[src/hfm_pkg.sv]
`default_nettype none
package hfm_pkg;
	localparam int unsigned HalfWidth = 16;
	localparam int unsigned ExpWidth = 5;
	localparam int unsigned FracWidth = 10;
	localparam int unsigned SigWidth = 11;
	localparam int unsigned ProdWidth = 22;
	localparam logic [ExpWidth-1:0] ExpMax = 5'd31;
	localparam logic [6:0] ExpBias = 7'd15;
	localparam logic [FracWidth-1:0] NanFrac = 10'd1;

	// decoded operand class, passed from the front stage
	typedef struct packed {
		logic sign;
		logic is_nan;
		logic is_inf;
		logic is_zero;
		logic [6:0] exp_sum;
	} hfm_ctrl_t;
endpackage
`default_nettype wire

[src/hfm_front.sv]
`default_nettype none
module hfm_front (
	input wire logic [hfm_pkg::HalfWidth-1:0] operand_a,
	input wire logic [hfm_pkg::HalfWidth-1:0] operand_b,
	output hfm_pkg::hfm_ctrl_t ctrl,
	output logic [hfm_pkg::ProdWidth-1:0] sig_prod
);
	import hfm_pkg::*;
	logic [ExpWidth-1:0] ea, eb;
	logic [FracWidth-1:0] fa, fb;

	// field split and special-case decode
	always_comb begin
		ea = operand_a[14:10];
		eb = operand_b[14:10];
		fa = operand_a[9:0];
		fb = operand_b[9:0];
		ctrl.sign = operand_a[15] ^ operand_b[15];
		ctrl.is_nan = (ea == ExpMax && fa != '0) || (eb == ExpMax && fb != '0);
		ctrl.is_inf = (ea == ExpMax) || (eb == ExpMax);
		ctrl.is_zero = (ea == '0) || (eb == '0);
		ctrl.exp_sum = {2'b00, ea} + {2'b00, eb};
		sig_prod = {11'd0, 1'b1, fa} * {11'd0, 1'b1, fb};
	end
endmodule
`default_nettype wire

[src/hfm_round.sv]
`default_nettype none
module hfm_round (
	input wire hfm_pkg::hfm_ctrl_t ctrl,
	input wire logic [hfm_pkg::ProdWidth-1:0] sig_prod,
	output logic [hfm_pkg::HalfWidth-1:0] product
);
	import hfm_pkg::*;
	logic [7:0] e;
	logic [11:0] mant;
	logic guard, sticky, lsb;

	// normalize, round to nearest even, pack; NaN, infinity, zero, overflow and underflow override
	always_comb begin
		e = {1'b0, ctrl.exp_sum} - {1'b0, ExpBias};
		if (sig_prod[21]) begin
			e = e + 8'd1;
			mant = {1'b0, sig_prod[21:11]};
			guard = sig_prod[10];
			sticky = sig_prod[9:0] != '0;
		end else begin
			mant = {1'b0, sig_prod[20:10]};
			guard = sig_prod[9];
			sticky = sig_prod[8:0] != '0;
		end
		lsb = mant[0];
		if (guard && (sticky || lsb))
			mant = mant + 12'd1;
		if (mant[11]) begin
			mant = mant >> 1;
			e = e + 8'd1;
		end
		if (ctrl.is_nan)
			product = {ctrl.sign, ExpMax, NanFrac};
		else if (ctrl.is_inf)
			product = {ctrl.sign, ExpMax, 10'd0};
		else if (ctrl.is_zero)
			product = {ctrl.sign, 15'd0};
		else if (!e[7] && e >= 8'd31)
			product = {ctrl.sign, ExpMax, 10'd0};
		else if (e[7] || e == 8'd0)
			product = {ctrl.sign, 15'd0};
		else
			product = {ctrl.sign, e[4:0], mant[9:0]};
	end
endmodule
`default_nettype wire

[src/half_float_multiplier_core.sv]
`default_nettype none
// Channel  | Ports                          | Handshake
// input    | operand_a, operand_b           | start, accepted when !busy
// result   | product                        | done strobe, one cycle
// From accept to done: decode and 11x11 multiply into the
// stage-1 register, then normalize and round into the result register.
// One item per cycle; busy is tied low. Reset clears the strobes only.
// The receiver cannot stall; each result shows for exactly one cycle.
module half_float_multiplier_core (
	input wire logic clk,
	input wire logic arst_n,
	input wire logic start,
	output logic busy,
	input wire logic [hfm_pkg::HalfWidth-1:0] operand_a,
	input wire logic [hfm_pkg::HalfWidth-1:0] operand_b,
	output logic done,
	output logic [hfm_pkg::HalfWidth-1:0] product
);
	import hfm_pkg::*;
	hfm_ctrl_t ctrl_c, ctrl_s1;
	logic [ProdWidth-1:0] prod_c, prod_s1;
	logic [HalfWidth-1:0] product_c;
	logic valid_s1;

	assign busy = 1'b0;

	hfm_front u_front (.operand_a(operand_a), .operand_b(operand_b),
		.ctrl(ctrl_c), .sig_prod(prod_c));

	// stage 1 register
	always_ff @(posedge clk or negedge arst_n) begin
		if (!arst_n) valid_s1 <= 1'b0;
		else valid_s1 <= start;
	end
	always_ff @(posedge clk) begin
		ctrl_s1 <= ctrl_c;
		prod_s1 <= prod_c;
	end

	hfm_round u_round (.ctrl(ctrl_s1), .sig_prod(prod_s1), .product(product_c));

	// result register
	always_ff @(posedge clk or negedge arst_n) begin
		if (!arst_n) done <= 1'b0;
		else done <= valid_s1;
	end
	always_ff @(posedge clk) begin
		product <= product_c;
	end

`ifndef NO_ASSERTIONS
	a_done_follows: assert property (@(posedge clk) disable iff (!arst_n)
		start |=> ##1 done) else $error("item lost");
	a_no_spurious: assert property (@(posedge clk) disable iff (!arst_n)
		done |-> $past(start, 2)) else $error("spurious result");
	a_nan_out: assert property (@(posedge clk) disable iff (!arst_n)
		valid_s1 && ctrl_s1.is_nan |=> product[14:0] == {ExpMax, NanFrac})
		else $error("nan encoding");
`endif
endmodule
`default_nettype wire

[config.mk]
export PLATFORM = sky130hd
export DESIGN_NAME = half_float_multiplier_core
export DESIGN_NICKNAME = d
export VERILOG_FILES = /design/src/hfm_pkg.sv /design/src/hfm_front.sv /design/src/hfm_round.sv /design/src/half_float_multiplier_core.sv
export SDC_FILE = /design/constraint.sdc
export NUM_CORES = 1
export LEC_CHECK = 0
export ABC_AREA = 1
export BUFFER_PORTS_ARGS = -buffer_cell sky130_fd_sc_hd__buf_2
export CAP_MARGIN = 20
export CORE_MARGIN = 10
export CORE_UTILIZATION = 56
export DETAILED_ROUTE_END_ITERATION = 7
export PLACE_DENSITY = 0.85
export RECOVER_POWER = 50
export SLEW_MARGIN = 20
export SYNTH_ARGS = -nofsm -noshare
export SYNTH_HDL_FRONTEND = slang
export SYNTH_SLANG_ARGS = --single-unit
[constraint.sdc]
create_clock -name clk -period 2.05 [get_ports clk]
set_input_delay 0 -clock clk [delete_from_list [all_inputs] [get_ports clk]]
set_output_delay 0 -clock clk [all_outputs]
set_load 0.05 [all_outputs]
### Yosys cells after proc, flatten, opt, wreduce, memory -nomap -nowiden

Index checks and enable logic that the tools add are counted.

| word-level totals | value |
|---|---|
| output and inout port bits | 18 |
| logic and storage cells | 52 |
| input port bits | 35 |
| register bits after elaboration | 51 |

| operators by class | value |
|---|---|
| add/sub/neg operators | 5 |
| equal/unequal tests | 2 |
| muxes and demuxes | 11 |
| $lt $le $gt $ge | 1 |
| $mul | 1 |
| reduce and logical (&&, ||, !) cells | 19 |
| bitwise gates (word level) | 1 |

Operators with widths:

| kind | number |
|---|---|
| $mux W15 | 4 |
| $reduce_bool A10 Y1 | 3 |
| $mul A11 B11 Y22 | 1 |
| $add A8 B1 Y8 const B | 2 |
| $mux W8 | 2 |
| $add A11 B1 Y12 const B | 1 |
| $mux W12 | 1 |
| $mux W11 | 1 |
| $eq A5 B5 Y1 const B | 2 |
| $logic_not A5 Y1 | 2 |
| $mux W10 | 1 |
| $reduce_bool A9 Y1 | 1 |
| $ge A8 B5 Y1 const B | 1 |
| $logic_not A8 Y1 | 1 |
| $sub A7 B4 Y8 const B | 1 |
| $add A5 B5 Y6 | 1 |
| $logic_or A1 B1 Y1 | 5 |
| $reduce_or A5 Y1 | 1 |
| $logic_and A1 B1 Y1 | 4 |
| $mux W1 | 2 |
| $reduce_or A2 Y1 | 1 |
| $logic_not A1 Y1 | 1 |
| $xor A1 B1 Y1 | 1 |

### Depth between registers and ports, before layout

Gate-level depths: netlist (run 1).

| logic depth | value |
|---|---|
| depth after elaboration | 12 |
| mapped depth | 24 |
| mapped depth without buffers | 23 |

### Modules after synthesis

From an unflattened synthesis (run 1), not the netlist that was laid out.

| unflattened totals | value |
|---|---|
| cells, all modules | 957 |
| area, all modules | 6,925.4 µm² |

Modules (own cells, without submodules):

| module | times used | sequential area each (µm²) | area an instance (µm²) | cells an instance |
|---|---|---|---|---|
| hfm_front | 1 | 0.0 | 4,541.9 | 645 |
| hfm_round | 1 | 0.0 | 1,341.3 | 259 |
| half_float_multiplier_core | 1 | 1,031.0 | 1,042.2 | 53 |

### Least setup slack after synthesis (run 1)

No wires, ideal clock.

| path | value |
|---|---|
| kind | input to register |
| start | input port operand_b[4] in the netlist's numbering |
| end | register prod_s1[19] |
| data arrival time | 4.404 ns |
| slack | -2.481 ns |
| stages | 22 |
| data required time | 1.923 ns |
| library setup time | 0.127 ns |
| buffers on the path | 1 |
| cell sequence | clkbuf_1 > nand2_1 > fa_1 > inv_1 > fa_1 > inv_1 > fa_1 > inv_1 > fa_1 > inv_1 > fa_1 > inv_1 > ha_1 > nand2_1 > nor2_1 > nand2_1 > o211ai_1 > a21oi_1 > nor3_1 > nor2_1 > o21ai_0 > xor2_1 |

| on the way | value |
|---|---|
| longest elaborated chain between the ends | 1 |

RTL lines:

| element | line | text |
|---|---|---|
| from (decl) | half_float_multiplier_core.sv:15 | `input wire logic [hfm_pkg::HalfWidth-1:0] operand_b,` |
| $mul A11 B11 Y22 | hfm_front.sv:23 | `sig_prod = {11'd0, 1'b1, fa} * {11'd0, 1'b1, fb};` |
| named net prod_c[19] | half_float_multiplier_core.sv:21 | `logic [ProdWidth-1:0] prod_c, prod_s1;` |
| to (signal assigned) | half_float_multiplier_core.sv:37 | `prod_s1 <= prod_c;` |
| to (decl) | half_float_multiplier_core.sv:21 |  |

The timed path passes the listed nets, and every way through them passes these cells.
A chain may end at the register's enable or synchronous reset.

### Final worst setup path (run 1)

| path | value |
|---|---|
| start | input port operand_a[5] in the netlist's numbering |
| end | register prod_s1[19] |

| on the way | value |
|---|---|
| longest elaborated chain between the ends | 1 |

RTL lines:

| element | line | text |
|---|---|---|
| from (decl) | half_float_multiplier_core.sv:14 | `input wire logic [hfm_pkg::HalfWidth-1:0] operand_a,` |
| $mul A11 B11 Y22 | hfm_front.sv:23 |  |
| named net prod_c[19] | half_float_multiplier_core.sv:21 |  |

The timed path passes the listed nets, and every way through them passes these cells.

==> impl_metrics.toml, run 1 <==
[setup_path]
required_ps = 2280
cp_slowest_cell = "fa_1"
end_kind = "register"
arrival_ps = 4680
critPathLaunch = "operand_a[5]"
reg2regPathDepth = 17
r2r_slack_ps = -540
crit_top_cell = "fa_1"
timing.rr.end = "product[12]$_SDFF_PP1_"
worstPathMaxFanout = 7
reg2reg_from = "ctrl_s1[1]$_DFF_P_"
slowest_delay_ps = 580
critPathKind = "in -> reg"
worstPathCellList = "buf_12 > nand2_4 > fa_1 > inv_1 > fa_1 > inv_2 > fa_1 > inv_2 > fa_1 > inv_2 > fa_1 > inv_2 > ha_4 > nand2_4 > nor2_4 > nand2_1 > o211ai_1 > a21oi_2 > nor3_2 > nor2_2 > o21ai_1 > xor2_1"
start_kind = "primary input"

[sta]
drv_slew = 0
fin_skew_ps = 10.1
setup_ws_ps = -2400
finalSetupViolCount = 33
rsz0062_at_grt = "yes"
hold_slack_ps = 29.4
fin_tns_setup_ps = -39110
fin_crit_ps = 4450
worst_pin_slew_ps = 796
fmax_mhz = 225
finalCritPeriodShare = 2.17
finalHoldViolations = 0
relSlewSlack = 0.467

[floorplan]
initial_utilization = 0.579
pin_count = 53
coreArea_um2 = 11600
die-height_um = 129
rows = 39
die_w_um = 129
dieArea_um2 = 16700

[yosys]
synth_fp_nets = 1068
synth_flop_cell = "dfxtp_1"
async_flop_share = 0.0400
synthesis.area_um2 = 6700
synthCells = 883
yosys_warnings = 0
seq_area_frac_synth = 0.151
synth_edf_count = 0
synth-seq-cells = 50
yosys.cell_types.count = 50
syn_area_per_cell_um2 = 7.59

[global_routing]
grt_max_degree = 18
grt.busiest_layer = "met2"
grt_pass1_vias = 7332
grt_pass1_wl_mm = 34.5
overflow = 0
grtUsageTotal = 0.254
grtUsageMet2 = 0.496
antenna_found_initial = 0
grt_use_met1 = 0.257
use_met3 = 0.0383

[clocking]
path_clk_slew_ps = 70
clkSinkCount = 50
cts_inserted_buffers = 5
clock_latency_ps = 300
ctsRootBufferMaster = "clkbuf_16"
cts_buffer_depth = 2
cts_max_level = 2
cts_tree = "built"

[layout]
fin_nets = 1280
fillCellCount = 518
syn_to_final_growth_pct = 46.0
design_area_um2 = 9780
antennaDiodeCount = 0
multi_input_area_um2 = 5730
final_cells = 1239
regArea_um2 = 1020
layout-drive-gt1-share = 0.402

[power_and_ir_drop]
p_sw_frac = 0.506
total_power_mw = 18.2
p_leak_nw = 5.20
seqPwrFrac = 0.090
power_frac_comb = 0.855
internal_power_mw = 8.97
powerDensity_nw_per_um2 = 1860
power.share.clock = 0.055
irDropWorstVdd_mv = 1.11
power_switching_mw = 9.19

[run]
drv_cap = 0

[route]
dr_total_vias = 7268
vias_per_cell = 5.87
post-route-drc-count = 0
routed_wl_mm = 26.5
avgRoutedWirePerCell_um = 21.4
drt_iter0_markers = 633
drt_first_pass_iters = 8
antenna_left = 0

[place]
dp_hpwl_mm = 14.8
dpl_cell_area_um2 = 8420
port_buffers = 51
globalplace.congestion = 0.883
dp_cells = 1186

[status]
status = "finished with violations"
violations = "setup timing"

[hold_path]
min_path_type = "in -> async"
## power groups by stage
stage | logic, mW | registers [mW] | clock network [mW]
after floorplan | 6.77 | 2.00 | 0
after global placement | 10.3 | 1.56 | 0
after detailed placement | 10.9 | 1.58 | 0
after CTS | 12.1 | 1.57 | 0.974
after global routing | 16.3 | 1.65 | 1.03
final | 15.5 | 1.63 | 0.999
## state kept, by name, summed over array words and instances (netlist names)
signal,cells
prod_s1,22
ctrl_s1,10
done,1
product,16
valid_s1,1
## cells in the final DEF (no fill, tap or decap), types with 15 or more instances in the layout
cell and count:
nand2_4 16, nand2_1 179, nor2_2 16, nor2_1 23
ha_1 45, buf_2 23, inv_1 174, inv_2 34
xor2_1 17, nand2_2 39, fa_1 75, nor2_4 15
buf_6 34, buf_4 142, ha_4 20, dfxtp_1 45
## cells in the mapped netlist, drive strengths merged (10+ instances only)
cell type / instances / share of area
a21oi: 22 / 0.016
ha: 69 / 0.13
inv: 212 / 0.12
nor2: 55 / 0.043
nand2: 237 / 0.14
nand4: 10 / 0.013
clkbuf: 20 / 0.011
o21ai: 20 / 0.015
nand3: 28 / 0.026
xor2: 20 / 0.026
dfxtp: 48 / 0.14
fa: 81 / 0.24
xnor2: 14 / 0.018
## area by class of cell
cell class / instances / share of cell area
clock buffer: 5 / 0.0128
multi-input combinational: 596 / 0.586
tap: 143 / 0.0183
sequential: 50 / 0.105
clock inverter: 3 / 0.00499
inverter: 213 / 0.0830
timing repair buffer: 229 / 0.191
## per-layer routing
layer | routed length [um] | vias up | part of all wire
met3 | 2140 | 225 | 0.081
met4 | 2230 | 0 | 0.084
met2 | 13600 | 557 | 0.51
met5 | 0 | - | 0
li1 | - | 3067 | -
met1 | 8570 | 3419 | 0.32
## per-stage QoR
stage | setup slack (ps) | utilization
2_1_floorplan | -2060 | -
3_3_place_gp | -2210 | 0.728
3_5_place_dp | -2450 | 0.728
4_1_cts | -1940 | 0.790
5_1_grt | -2600 | 0.846
6_report | -2400 | 0.846
## worst max-delay path, delay by kind of cell
kind                       cells  cell delay [ps]
adders and majority gates      6             2990
and+or+nand+nor                6              750
buffers and inverters          6              410
AOI/OAI and AO/OA              3              400
xor gates and xnor gates       1              160
## worst max-delay path by stage
| stage | to | slack (ps) | cells past startpoint |
|---|---|---|---|
| after detailed placement | prod_s1[19]$_DFF_P_ | -2450 | 22 |
| after global routing | prod_s1[19]$_DFF_P_ | -2600 | 22 |
| after CTS | prod_s1[19]$_DFF_P_ | -1940 | 22 |
| final | prod_s1[19]$_DFF_P_ | -2400 | 22 |
| after floorplan | prod_s1[19]$_DFF_P_ | -2060 | 22 |
| after global placement | prod_s1[19]$_DFF_P_ | -2210 | 21 |
## timing repair
action | CTS | global route
gates cloned | 1 | 1
buffers inserted | 16 | 20
hold buffers | 9 | 0
pin swaps | 39 | 78
hold endpoints to repair | 7 | 0
endpoints found under the setup margin | 33 | 33
resized for setup | 93 | 136
## kinds of logic (layout without fill, tap and decap cells)
kind of cell    after synthesis  count (layout)  share of synthesized area
fa+ha+maj                   150             150                      0.371
other cells                   1               1                   0.000560
flops                        50              50                      0.151
simple gates                348             349                      0.241
compound gates               62              62                     0.0542
xor+xnor                     34              34                     0.0444
buf+inv                     238             450                      0.138
(Power assumes the default switching activity.)
==> inputs of run 2 (changes only) <==
Settings changed: CELL_PAD_IN_SITES_DETAIL_PLACEMENT set to 2, CELL_PAD_IN_SITES_GLOBAL_PLACEMENT set to 2, CORE_UTILIZATION 56 to 33.
==> run 2 against run 1 <==
Compared with the run above: the flow still finishes with violations (setup timing); register-to-register slack got worse by 60 ps; routed wire length up 60%; critical path depth is the same; die area rose by 58%; critical path type unchanged.
==> impl_metrics.toml, run 2 (synthesis results as in run 1) <==
[route]
antenna_left = 0
dr_total_vias = 7486
post-route-drc-count = 0
avgRoutedWirePerCell_um = 30.7
routed_wl_mm = 42.5
vias_per_cell = 5.42
drt_iter0_markers = 372
drt_first_pass_iters = 5

[layout]
top_register = "prod_s1"
reg_top3 = "prod_s1: 22 flops, product: 16 flops, ctrl_s1: 10 flops"
layout-drive-gt1-share = 0.442
mostFrequentLayoutCell = "inv_1"
design_area_um2 = 10200
fillCellCount = 2158
fin_nets = 1294
syn_to_final_growth_pct = 51.8
largest_reg_flops = 22
layout_common_cells = "inv_1, nand2_1, buf_4"

[floorplan]
coreArea_um2 = 20100
rows = 52
pin_count = 53
dieArea_um2 = 26400
die-height_um = 162
die_w_um = 162
initial_utilization = 0.333

[status]
status = "finished with violations"
violations = "setup timing"

[sta]
fin_tns_setup_ps = -44550
fmax_mhz = 215
fin_skew_ps = 28.6
drv_slew = 0
finalSetupViolCount = 34
rsz0062_at_grt = "yes"
setup_ws_ps = -2590
relSlewSlack = 0.599
worst_pin_slew_ps = 596
finalCritPeriodShare = 2.27
finalHoldViolations = 0
fin_crit_ps = 4640

[setup_path]
end_kind = "register"
worstPathMaxFanout = 6
start_kind = "primary input"
required_ps = 2300
critPathKind = "in -> reg"
arrival_ps = 4890

[clocking]
cts_max_level = 2
path_clk_slew_ps = 90
cts_inserted_buffers = 5
cts_buffer_depth = 2
cts_tree = "built"
clock_latency_ps = 310
clkSinkCount = 50
ctsRootBufferMaster = "clkbuf_16"

[global_routing]
grtUsageTotal = 0.263
grt_pass1_vias = 8530
antenna_found_initial = 1
grt_pass1_wl_mm = 53.0
overflow = 0
grt_max_degree = 19

[hold_path]
min_path_type = "in -> async"

[place]
port_buffers = 51
dp_hpwl_mm = 22.9
dpl_cell_area_um2 = 8690
globalplace.congestion = 0.849

[power_and_ir_drop]
powerDensity_nw_per_um2 = 2010
irDropWorstVdd_mv = 0.921
p_leak_nw = 5.35

[run]
drv_cap = 0
[run 2: changes by cell type in the layout (fill, tap and decap cells not counted), sizes merged]
cell,before,now
inv,213,214
buf,208,222
diode,0,2
clkinvlp,1,0
clkbuf,17,18
clkinv,1,2
bufinv,1,0
dlygate4sd3,9,8
[run 2: worst paths after layout]
check	start	endpoint	slack, ps	cells after the start
min reg2reg	ctrl_s1[10]$_DFF_P_	product[15]$_DFF_P_	340	0
max reg2reg	ctrl_s1[0]$_DFF_P_	product[11]$_SDFF_PP1_	-600	19
min	arst_n	valid_s1$_DFF_PN0_	40	2
max	operand_b[5]	prod_s1[19]$_DFF_P_	-2590	22
min in group clk	operand_b[13]	ctrl_s1[8]$_DFF_P_	90	3
max in group asynchronous	arst_n	done$_DFF_PN0_	1890	2
[run 2: critical path: stages]
cell and delay, ps:
buf_6 120, nand2_2 80, inv_2 50, fa_1 600, inv_2 110, fa_2 660
inv_2 60, fa_1 430, inv_1 110, fa_1 480, fa_1 590, inv_2 70
ha_4 320, nand2_4 100, nor2_4 120, nand2_2 60, o211ai_1 150, a21oi_2 90
nor3_2 230, nor2_2 90, o21ai_2 190, xor2_1 160
[run 2: metrics by stage]
step | cells | util | hold slack [ps] | worst slack, ps | power, mW
after floorplan | 883 | - | -296 | -2060 | 8.77
after global placement | 1324 | 0.432 | -216 | -2200 | 12.6
after detailed placement | 1324 | 0.432 | -214 | -2510 | 14.0
after CTS | 1366 | 0.484 | 20.3 | -1980 | 16.5
after global routing | 1381 | 0.506 | 50.9 | -2630 | 21.1
final | 1382 | 0.506 | 37.5 | -2590 | 20.5
[run 2: cell type report]
type                    count  area [um2]  share of cell area
diodes                      2        5.00            0.000492
clock buffers               6         129              0.0127
repair inverters            1        8.76            0.000861
inverters                 213         820              0.0806
clock inverters             2        17.5             0.00172
well taps                 270         338              0.0332
repair buffers            242        2050               0.201
multi-input cells         596        5790               0.569
flip-flops and latches     50        1010              0.0997
[run 2: per-layer routing]
layer  GRT usage  wire length [um]
met5           0                 0
met4       0.149              3850
met3      0.0273              1870
met2       0.523             22900
met1       0.256             13900
[run 2: report_power, final]
group          switching, mW  internal (mW)  leakage (nW)
combinational           10.6           7.36          4.85
sequential             0.241           1.42         0.425
clock                  0.413          0.462        0.0715
total                   11.2           9.24          5.35
[run 2: what timing repair did]
item | 4_1_cts | 5_1_grt
endpoints found under the setup margin | 33 | 33
setup buffers | 26 | 17
hold buffers | 8 | 0
resized for setup | 175 | 98
cloned | 2 | 0
pin swaps | 59 | 66
hold endpoints to repair | 6 | 0
==> inputs of run 3 (changes only) <==
Settings changed: CORE_ASPECT_RATIO set to 0.9.
==> run 3 against run 2 <==
Compared with the run above: the run still ends with setup timing left; hold slack gained 2.9 ps; flip-flop and latch count is the same; clock skew shrank 14 ps; clock-buffer cell count shrank 1; critical endpoint is now prod_s1[18]$_DFF_P_; highest routed layer unchanged.
==> impl_metrics.toml, run 3 (synthesis results as in run 1) <==
[status]
status = "finished with violations"
violations = "setup timing"

[setup_path]
timing.rr.end = "product[1]$_SDFF_PP0_"
reg2regPathDepth = 15
arrival_ps = 4960
critPathTopFamily = "adder cells"
worstPathCellList = "buf_8 > nand2_1 > fa_1 > inv_1 > fa_1 > inv_1 > fa_1 > inv_1 > fa_1 > inv_1 > fa_1 > inv_2 > ha_4 > a21oi_1 > o21ai_1 > inv_1 > o31ai_4 > a21oi_2 > o21ai_2 > xor2_1"
critPathBufInv = 7
worstPathMaxFanout = 5
critPathKind = "in -> reg"
r2r_slack_ps = -770
required_ps = 2290
reg2reg_from = "prod_s1[21]$_DFF_P_"
cp_slowest_cell = "fa_1"
start_kind = "primary input"
end_kind = "register"
slowest_delay_ps = 560

[clocking]
cts_buffer_depth = 2
cts_max_level = 2
ctsRootBufferMaster = "clkbuf_16"
clock_latency_ps = 330
cts_inserted_buffers = 5
path_clk_slew_ps = 100
clkSinkCount = 50
cts_tree = "built"

[power_and_ir_drop]
total_power_mw = 23.3
irDropWorstVdd_mv = 1.12
p_leak_nw = 5.64
powerDensity_nw_per_um2 = 2140

[route]
drt_iter0_markers = 764
antenna_left = 0
routed_wl_mm = 53.2
vias_per_cell = 5.90
post-route-drc-count = 0
dr_total_vias = 8348
avgRoutedWirePerCell_um = 37.6
drt_first_pass_iters = 5

[floorplan]
dieArea_um2 = 26400
pin_count = 53
rows = 49
die_w_um = 170
coreArea_um2 = 20000
initial_utilization = 0.335
die-height_um = 155

[sta]
fmax_mhz = 212
fin_skew_ps = 14.2
drv_slew = 0
finalHoldViolations = 0
finalCritPeriodShare = 2.30
finalSetupViolCount = 34
rsz0062_at_grt = "yes"
worst_pin_slew_ps = 997
fin_crit_ps = 4710
setup_ws_ps = -2660
relSlewSlack = 0.333

[global_routing]
overflow = 0
grt_pass1_vias = 9124
grt_pass1_wl_mm = 65.9
antenna_found_initial = 0
grt_max_degree = 17
grtUsageTotal = 0.342

[layout]
design_area_um2 = 10900
largest_reg_flops = 22
final_core_util = 0.547
reg_top3 = "prod_s1: 22 flops, product: 16 flops, ctrl_s1: 10 flops"
fin_nets = 1342
layout_common_cells = "buf_4, inv_1, nand2_1"
top_register = "prod_s1"
mostFrequentLayoutCell = "buf_4"
layout-drive-gt1-share = 0.498
syn_to_final_growth_pct = 63.0
fillCellCount = 2075

[place]
dpl_cell_area_um2 = 8830
globalplace.congestion = 0.845
dp_hpwl_mm = 25.5
port_buffers = 51

[run]
drv_cap = 0

[hold_path]
min_path_type = "in -> async"
[run 3: cell count changes in the layout (fill, tap and decap cells not counted), sizes merged]
| cell | delta |
|---|---|
| buf | +46 |
| bufinv | +1 |
| clkbuf | +2 |
| clkinv | +2 |
| clkinvlp | +2 |
| diode | -1 |
| inv | -5 |
[run 3: power breakdown]
part | internal (mW) | total (mW) | leakage, nW | switching (mW)
clock | 0.581 | 1.12 | 0.0760 | 0.535
sequential | 1.43 | 1.82 | 0.426 | 0.391
combinational | 8.38 | 20.4 | 5.13 | 12.0
total | 10.4 | 23.3 | 5.64 | 13.0
[run 3: worst max path at each step]
stage / start / end / slack, ps / depth (start not counted)
3_3_place_gp: operand_b[4] / prod_s1[19]$_DFF_P_ / -2270 / 21
4_1_cts: operand_a[6] / prod_s1[19]$_DFF_P_ / -2250 / 21
5_1_grt: operand_b[3] / prod_s1[19]$_DFF_P_ / -2750 / 22
6_report: operand_b[3] / prod_s1[18]$_DFF_P_ / -2660 / 20
2_1_floorplan: operand_b[9] / prod_s1[19]$_DFF_P_ / -2060 / 22
3_5_place_dp: operand_b[4] / prod_s1[19]$_DFF_P_ / -2860 / 23
[run 3: layer usage]
| layer | track usage | up-vias | routed length, um |
|---|---|---|---|
| met1 | 0.365 | 4304 | 18900 |
| li1 | - | 3193 | - |
| met4 | 0.234 | 0 | 4990 |
| met3 | 0.0562 | 281 | 3440 |
| met5 | 0 | - | 0 |
| met2 | 0.607 | 570 | 25800 |
[run 3: layout make-up]
type | count | area (um2) | area share
inverters | 213 | 835 | 0.0764
multi-input cells | 596 | 6140 | 0.562
clock inverters | 3 | 45.0 | 0.00412
diodes | 1 | 2.50 | 0.000229
flip-flops and latches | 50 | 1020 | 0.0937
well taps | 255 | 319 | 0.0292
clock buffers | 5 | 125 | 0.0115
repair buffers | 291 | 2430 | 0.223
[run 3: what timing repair did]
action,4_1_cts,5_1_grt
gates cloned,1,0
pin swaps,84,103
buffers inserted,37,33
endpoints found under the setup margin,33,33
resized for setup,204,164
hold endpoints to repair,6,0
hold buffers,8,0
[run 3: through the flow]
stage	hold slack, ps	setup WS, ps	cells	setup TNS [ps]
after global placement	-215	-2270	1332	-40630
final	40.4	-2660	1414	-51040
after CTS	3.40	-2250	1383	-39200
after global routing	61.4	-2750	1413	-51900
after floorplan	-296	-2060	883	-27210
after detailed placement	-202	-2860	1332	-51120
